==> src/hdl/tfr_pkg.sv <==
// Shared types and constants for the text frame receiver.
// No dependencies; imported by every module of the block.
package tfr_pkg;

	localparam logic [7:0] HDR_A = 8'h02;
	localparam logic [7:0] HDR_B = 8'h4D;
	localparam logic [7:0] HDR_C = 8'h6C;

	typedef enum logic [3:0] {
		PH_HUNT = 4'd0,
		PH_H1   = 4'd1,
		PH_H2   = 4'd2,
		PH_H3   = 4'd3,
		PH_DEST = 4'd4,
		PH_SRC  = 4'd5,
		PH_LEN  = 4'd6,
		PH_DATA = 4'd7,
		PH_CLO  = 4'd8,
		PH_CHI  = 4'd9
	} phase_t;

	typedef enum logic {
		KIND_PAYLOAD   = 1'b0,
		KIND_FRAME_END = 1'b1
	} kind_t;

	typedef struct packed {
		kind_t      kind;
		logic [7:0] data;
		logic [7:0] src;
		logic [7:0] dst;
		logic [7:0] len;
		logic       ok;
	} result_t;

endpackage

==> src/hdl/text_frame_receiver.sv <==
// Text frame receiver: serial bytes in, payload bytes and frame status out.
// Input channel: in_valid/in_ready carry one rx_byte word per handshake.
// Output channel: out_valid/out_ready carry one result word: result_kind 0
// is a payload byte in payload_data, result_kind 1 closes a frame with the
// addresses, frame_length and sum_ok (checksum match).
// Header, address, length and low checksum words produce no output word.
// Throughput: one word per cycle while the output is not stalled. A result
// appears on the output in the cycle after the word that caused it is
// taken, held in the single result register behind the parser.
// in_ready stays high while the result register is empty or being drained,
// so a stalled output holds one result and stops input until it is taken.
// Reset clears the output valid flag (the held result is not reset) and puts
// the parser into header hunt with all held fields and the checksum at zero.
// Depends on tfr_pkg, tfr_parser and tfr_out_reg.
module text_frame_receiver import tfr_pkg::*; (
	input  logic       clk,
	input  logic       arst_n,
	input  logic       in_valid,
	output logic       in_ready,
	input  logic [7:0] rx_byte,
	output logic       out_valid,
	input  logic       out_ready,
	output logic       result_kind,
	output logic [7:0] payload_data,
	output logic [7:0] source_addr,
	output logic [7:0] dest_addr,
	output logic [7:0] frame_length,
	output logic       sum_ok
);

	logic    take;
	logic    res_valid;
	result_t res;
	result_t held;

	assign in_ready = !out_valid || out_ready;
	assign take     = in_valid && in_ready;

	tfr_parser u_parser (
		.clk      (clk),
		.arst_n   (arst_n),
		.take     (take),
		.rx_byte  (rx_byte),
		.res_valid(res_valid),
		.res      (res)
	);

	tfr_out_reg u_out (
		.clk      (clk),
		.arst_n   (arst_n),
		.load     (take),
		.res_valid(res_valid),
		.res      (res),
		.out_ready(out_ready),
		.out_valid(out_valid),
		.held     (held)
	);

	assign result_kind  = held.kind;
	assign payload_data = held.data;
	assign source_addr  = held.src;
	assign dest_addr    = held.dst;
	assign frame_length = held.len;
	assign sum_ok       = held.ok;

endmodule

==> src/hdl/tfr_parser.sv <==
// Frame parser: header hunt, field capture and running checksum.
// Depends on tfr_pkg; produces at most one result per accepted word.
module tfr_parser import tfr_pkg::*; (
	input  logic       clk,
	input  logic       arst_n,
	input  logic       take,
	input  logic [7:0] rx_byte,
	output logic       res_valid,
	output result_t    res
);

	phase_t      phase_q, phase_d;
	logic [7:0]  dest_q, dest_d;
	logic [7:0]  src_q, src_d;
	logic [7:0]  len_q, len_d;
	logic [7:0]  count_q, count_d;
	logic [15:0] sum_q, sum_d;
	logic [7:0]  clo_q, clo_d;
	logic [15:0] sum_add;
	logic [7:0]  count_inc;

	// (b ^ 0xFF) + (b << 8) has no carry between bytes
	assign sum_add   = sum_q + {rx_byte, ~rx_byte};
	assign count_inc = count_q + 8'd1;

	always_ff @(posedge clk or negedge arst_n) begin
		if (!arst_n) begin
			phase_q <= PH_HUNT;
			dest_q  <= '0;
			src_q   <= '0;
			len_q   <= '0;
			count_q <= '0;
			sum_q   <= '0;
			clo_q   <= '0;
		end else if (take) begin
			phase_q <= phase_d;
			dest_q  <= dest_d;
			src_q   <= src_d;
			len_q   <= len_d;
			count_q <= count_d;
			sum_q   <= sum_d;
			clo_q   <= clo_d;
		end
	end

	always_comb begin
		phase_d   = PH_HUNT;
		dest_d    = dest_q;
		src_d     = src_q;
		len_d     = len_q;
		count_d   = count_q;
		sum_d     = sum_q;
		clo_d     = clo_q;
		res_valid = 1'b0;
		res.kind  = KIND_PAYLOAD;
		res.data  = '0;
		res.src   = src_q;
		res.dst   = dest_q;
		res.len   = len_q;
		res.ok    = 1'b0;
		unique case (phase_q)
			PH_H1: begin
				if (rx_byte == HDR_B)      phase_d = PH_H2;
				else if (rx_byte == HDR_A) phase_d = PH_H1;
			end
			PH_H2: begin
				if (rx_byte == HDR_C)      phase_d = PH_H3;
				else if (rx_byte == HDR_A) phase_d = PH_H1;
			end
			PH_H3: begin
				if (rx_byte == HDR_A) begin
					phase_d = PH_DEST;
					sum_d   = '0;
				end
			end
			PH_DEST: begin
				dest_d  = rx_byte;
				sum_d   = sum_add;
				phase_d = PH_SRC;
			end
			PH_SRC: begin
				src_d   = rx_byte;
				sum_d   = sum_add;
				phase_d = PH_LEN;
			end
			PH_LEN: begin
				len_d   = rx_byte;
				count_d = '0;
				sum_d   = sum_add;
				phase_d = (rx_byte == 8'd0) ? PH_CLO : PH_DATA;
			end
			PH_DATA: begin
				sum_d     = sum_add;
				count_d   = count_inc;
				res_valid = 1'b1;
				res.data  = rx_byte;
				phase_d   = (count_inc == len_q) ? PH_CLO : PH_DATA;
			end
			PH_CLO: begin
				clo_d   = rx_byte;
				phase_d = PH_CHI;
			end
			PH_CHI: begin
				res_valid = 1'b1;
				res.kind  = KIND_FRAME_END;
				res.ok    = ({rx_byte, clo_q} == sum_q);
			end
			default: begin
				// hunting, and codes with no meaning
				phase_d = (rx_byte == HDR_A) ? PH_H1 : PH_HUNT;
			end
		endcase
	end

endmodule

==> src/hdl/tfr_out_reg.sv <==
// Result register between the parser and the output channel.
// Depends on tfr_pkg; loads on each accepted word, drains on out_ready.
module tfr_out_reg import tfr_pkg::*; (
	input  logic    clk,
	input  logic    arst_n,
	input  logic    load,
	input  logic    res_valid,
	input  result_t res,
	input  logic    out_ready,
	output logic    out_valid,
	output result_t held
);

	logic    valid_q;
	result_t res_q;

	always_ff @(posedge clk or negedge arst_n) begin
		if (!arst_n) begin
			valid_q <= 1'b0;
		end else if (load) begin
			valid_q <= res_valid;
		end else if (out_ready) begin
			valid_q <= 1'b0;
		end
	end

	always_ff @(posedge clk) begin
		if (load && res_valid) begin
			res_q <= res;
		end
	end

	assign out_valid = valid_q;
	assign held      = res_q;

endmodule
==> config.mk <==
export PLATFORM = sky130hd
export DESIGN_NAME = text_frame_receiver
export DESIGN_NICKNAME = d
export VERILOG_FILES = /design/src/hdl/tfr_pkg.sv /design/src/hdl/text_frame_receiver.sv /design/src/hdl/tfr_parser.sv /design/src/hdl/tfr_out_reg.sv
export SDC_FILE = /design/constraint.sdc
export NUM_CORES = 1
export LEC_CHECK = 0
export BUFFER_PORTS_ARGS = -buffer_cell sky130_fd_sc_hd__buf_2
export CAP_MARGIN = 30
export CORE_MARGIN = 8
export CORE_UTILIZATION = 27
export CTS_CLUSTER_SIZE = 10
export DETAILED_ROUTE_END_ITERATION = 10
export GPL_TIMING_DRIVEN = 1
export SLEW_MARGIN = 30
export SYNTH_ARGS = -nofsm -noshare
export SYNTH_HDL_FRONTEND = slang
export SYNTH_SLANG_ARGS = --single-unit
==> constraint.sdc <==
create_clock -name clk -period 2.2 [get_ports clk]
set_input_delay 0.11 -clock clk [delete_from_list [all_inputs] [get_ports clk]]
set_output_delay 0.11 -clock clk [all_outputs]
set_load 0.05 [all_outputs]
# Word-level counts from Yosys, hierarchy flattened

Index checks and enable logic that the tools add are counted.

Add/subtract/negate cells: 2
Shift-type cells: 0
Equal/unequal tests: 15
Multiply operators: 0
Order comparisons: 0
Mux-type cells: 14
Div/mod/pow operators: 0
Bitwise gates (word level): 1
Reduce and logical (&&, ||, !) cells: 16

Operators by type and width:

| kind                | count |
|---|---|
| $pmux 4 s9          | 1 |
| $pmux 16 s2         | 1 |
| $add 16x16->16      | 1 |
| $eq 16x16->1        | 1 |
| $eq 4x3->1 const B  | 4 |
| $eq 8x7->1 const B  | 2 |
| $mux 16             | 1 |
| $mux 4              | 4 |
| $pmux 8 s2          | 1 |
| $reduce_and 2->1    | 5 |
| $add 8x1->8 const B | 1 |
| $eq 4x2->1 const B  | 2 |
| $eq 4x4->1 const B  | 2 |
| $eq 8x2->1 const B  | 1 |
| $eq 8x8->1          | 1 |
| $logic_not 8->1     | 1 |
| $not 8->8           | 1 |
| $reduce_bool 2->1   | 3 |
| $mux 1              | 5 |
| $eq 4x1->1 const B  | 1 |
| $reduce_or 4->1     | 1 |
| $mux 3              | 1 |
| $reduce_and 3->1    | 1 |
| $logic_and 1x1->1   | 2 |
| 4 further kinds     | 4 |

Memories kept: 0
Memory bits (read-only): 0
RAM bits: 0
Logic and storage cells: 62
Bits in latches: 0
Register bits: 95
Output and inout bits: 36
Input bits: 12

# Longest topological paths before layout

Depth after elaboration: 4
Mapped depth: 9
Depth with buffers taken out: 9

# Cells and area by module

From an unflattened synthesis, not the netlist that was laid out.

Cells, all modules: 451
Area, all modules: 4844.6 um^2

By module, submodules not included:

| module              | seq. area each (um^2) | cells each | times used | area each (um^2) |
|---|---|---|---|---|
| tfr_parser          | 1501.4                | 411        | 1          | 3756.1 |
| tfr_out_reg         | 1046.0                | 38         | 1          | 1066.0 |
| text_frame_receiver | 0.0                   | 2          | 1          | 22.5 |

# Worst setup path before layout

OpenSTA, ideal clock, no wires.

Path type: reg2reg
From: reg u_out.valid_q, in the netlist u_out.out_valid
To: reg u_out.res_q, in the netlist u_out.held[0], enable pin
Path buffers: 1
Stages on the path, launching flop included: 6
Period minus slack after synthesis: 2.610 ns
Setup slack: -0.410 ns
Required time: 1.811 ns
Data arrival time: 2.221 ns
Path through: dfrtp_1 > nand2b_1 > and2_1 > buf_2 > o21ai_0 > inv_1

Cells in the longest elaborated chain, start to end: 4

Ends and longest elaborated chain:

| item                     | line                      | source |
|---|---|---|
| start: declaration       | tfr_out_reg.sv:14         | `logic valid_q;` |
| start signal: assignment | tfr_out_reg.sv:21         | `valid_q <= res_valid;` |
| $logic_not 1->1          | text_frame_receiver.sv:36 | `assign in_ready = !out_valid \|\| out_ready;` |
| $logic_or 1x1->1         | text_frame_receiver.sv:36 |  |
| net in_ready             | text_frame_receiver.sv:19 | `output logic in_ready,` |
| $logic_and 1x1->1        | text_frame_receiver.sv:37 | `assign take = in_valid && in_ready;` |
| $logic_and 1x1->1        | tfr_out_reg.sv:28         | `if (load && res_valid) begin` |
| end signal: assignment   | tfr_out_reg.sv:29         | `res_q <= res;` |
| end: declaration         | tfr_out_reg.sv:15         | `result_t res_q;` |

The timed path passes the listed nets, and every way through them passes these cells.
A chain may end at the register's enable or synchronous reset.

# Final worst setup path

From: reg u_parser.sum_q[0]
To: reg u_parser.sum_q[12]

Cells in the longest elaborated chain, start to end: 2

Ends and longest elaborated chain:

| item                     | line             | source |
|---|---|---|
| start: declaration       | tfr_parser.sv:17 | `logic [15:0] sum_q, sum_d;` |
| start signal: assignment | tfr_parser.sv:41 | `sum_q <= sum_d;` |
| $add 16x16->16           | tfr_parser.sv:23 | `assign sum_add = sum_q + {rx_byte, ~rx_byte};` |
| $pmux 16 s2              | tfr_parser.sv:61 | `unique case (phase_q)` |

Every way passes these cells.

==> impl_results.md <==
* Outcome: complete, no violations
* H-tree levels at 3
* Worst VDD drop at ~0.49 mV
* Max Cap Viol at 0
* Synthesized instance count at between 400 and 500
* CTS tree: yes
* Pwr per Cell Area at 1330 nW/um^2
* Storage cell area at ~2500 um^2
* Yosys reg bits at 95
* Max Freq at between 400 and 500 MHz
* Post-synthesis cell area at 4670 um^2
* Die H at around 150 um
* Sink Count at 95
* TritonRoute pass-1 iters at 5
* Hpwl dp at 8520 um
* # nets final at 535
* Crit. End Element: flop
* Share of cells above drive strength 1 at 0.297
* Clock transition at path regs at 80 ps
* Top-area cell type share of the netlist area at 0.327
* I/O pins at 48
* P_leak at 2.51 nW
* RSZ-0062 raised after global routing: true
* Area after DPL at 5460 um^2
* Root Buffer: clkbuf_16
* Crit start category: flop
* Fin crit share at 0.989
* Post-Syn Area per Cell at ~11 um^2
* IO buf count at between 40 and 50
* Setup TNS at 0 ps
* Antenna Cells at 0
* Ys Warns at 0
* Top_reg_cell synth: dfrtp_1
* Arr. time, crit path at between 2000 and 2500 ps
* Fin util at 0.346
* Final ANT Viol Nets at 0
* Vias per cell at 4.82
* Area of the multi-input gates at 2090 um^2
* Ys async rst share at 0.642
* Initial antenna violation count at 0
* Final Skew at between 10 and 15 ps
* Slew HR at 0.563
* Crit-path max FO at 3
* Wire per inst at 15.7 um
* Initial DRC Count at 235
* CTS buffer count at 9
* Sequential area share after synthesis at 0.546
* Fin. max-slew vios at 0
* Non-filler cells, final at about 740
* Min-delay worst type: in -> reg
* Synth area leader: dfrtp_1
* Final setup violation count at 0
* Critical path class: reg -> reg
* Worst Tran Pin Value at ~660 ps
* Minimum clock period at 2180 ps
* Pin count of the biggest net entering global routing at 35
* WP data required at around 2400 ps
* Drc violations at 0
* Routed WL at 11500 um
* Worst skew pair latency at between 300 and 400 ps
* FILL cells at around 1700
* Dpl cells at approximately 700
* Netlist cell types at 68
* Commonest cells post-synth: dfrtp_1, nand2_1, o21ai_0
* Final design area excluding fillers at 5920 um^2
* Synthesis-to-finish area growth at 26.7%
* CTS Buffer Depth at 2
* Final weighted congestion in routability-driven placement at approximately 0.85
* Initial Util at 0.273
* Vias after detailed routing at about 3500
* Congestion Overflow GR at 0
* EDFF count, synth at 34
* Syn Nets at roughly 450
* Pwr Total at 0.00787 W
* FP Rows at 48
* Top post-synthesis cells by area: dfrtp_1, edfxtp_1, ha_1
* Vias in the first global route at 3506
* Most common cell in the netlist: dfrtp_1
* Width of the die at 148 um
* Die ar. at between 20000 and 25000 um^2
* Global Route Usage Sum at 0.107
* Final Hold Fails at 0
* CORE AREA at ~17000 um^2
* Global-route wire length before repair at 18600 um
[cell usage in the layout (no fill, tap or decap), types with 11 or more instances in the layout]
cell and count:
edfxtp_1 34, xor2_1 14, dfrtp_1 59, inv_1 12
o21ai_0 37, xnor2_1 16, buf_4 43, nor2_1 12
nor3_1 15, buf_2 47, a21oi_1 13, nand2_1 47
ha_1 11
[worst max-delay path, stage by stage (launching register included)]
cell,delay (ps)
dfrtp_1,390
ha_2,190
fa_2,360
a21o_1,200
a221oi_4,330
o32ai_2,160
o22ai_2,150
xnor2_1,80
a22o_1,200
[final timing paths]
kind	cells after the start	endpoint	slack (ps)	start
min in group asynchronous	2	u_parser.sum_q[11]	310	arst_n
min reg2reg	0	u_out.held[11]	450	u_parser.dest_q[2]
max in group asynchronous	3	u_parser.clo_q[5]	1190	arst_n
max reg2reg	8	u_parser.sum_q[12]	20	u_parser.sum_q[0]
min	3	u_out.out_valid	40	out_ready
max	8	u_parser.sum_q[12]	20	u_parser.sum_q[0]
[layer usage]
metal	vias to the layer above	routed length, um	global-route usage	share of wire
met5	-	0	0	0
met3	9	822	0.0336	0.071
li1	1724	-	-	-
met4	0	95	0.0306	0.0082
met2	97	5110	0.161	0.44
met1	1717	5520	0.146	0.48
[repair_timing]
item / CTS / global route
hold buffers: 1 / 0
setup buffers: 1 / 5
pin swaps: 5 / 7
gates resized for setup: 9 / 11
setup endpoints to repair: 4 / 8
cloned: 0 / 0
endpoints found under the hold margin: 21 / 0
[report_power, final]
part	total, W	internal [W]	switching [W]
sequential	0.00289	0.00246	0.000427
clock	0.00155	0.000827	0.000725
combinational	0.00343	0.00147	0.00195
total	0.00787	0.00476	0.00310
[sequential cells by signal (all words and copies together) (netlist names)]
name and cells:
u_parser.phase_q 4, u_parser.count_q 8, u_out.out_valid 1, u_parser.sum_q 16
u_parser.len_q 8, u_parser.src_q 8, u_parser.dest_q 8, u_out.held 34
u_parser.clo_q 8
[cells by family after synthesis]
family,Yosys count,share of synthesized area
fa+ha+maj,17,0.0472
buf+inv,30,0.0279
compound gates,109,0.161
mux,9,0.0212
flops,95,0.546
simple gates,125,0.136
xor+xnor,31,0.0611
[stage by stage]
step           setup WS [ps]  hold WS [ps]
2_1_floorplan           14.2          -186
4_1_cts                 6.73          27.5
6_report                24.0          35.5
5_1_grt                -69.9          43.9
3_5_place_dp           -92.7           178
3_3_place_gp           -97.0           181
[final cells by class]
class	instances	share of cell area
Clock buffer	10	0.0404
Clock inverter	6	0.0106
Inverter	15	0.0102
Multi-Input combinational cell	291	0.354
Sequential cell	95	0.431
Tap cell	225	0.0476
Timing Repair Buffer	94	0.106
(Power assumes the default switching activity.)
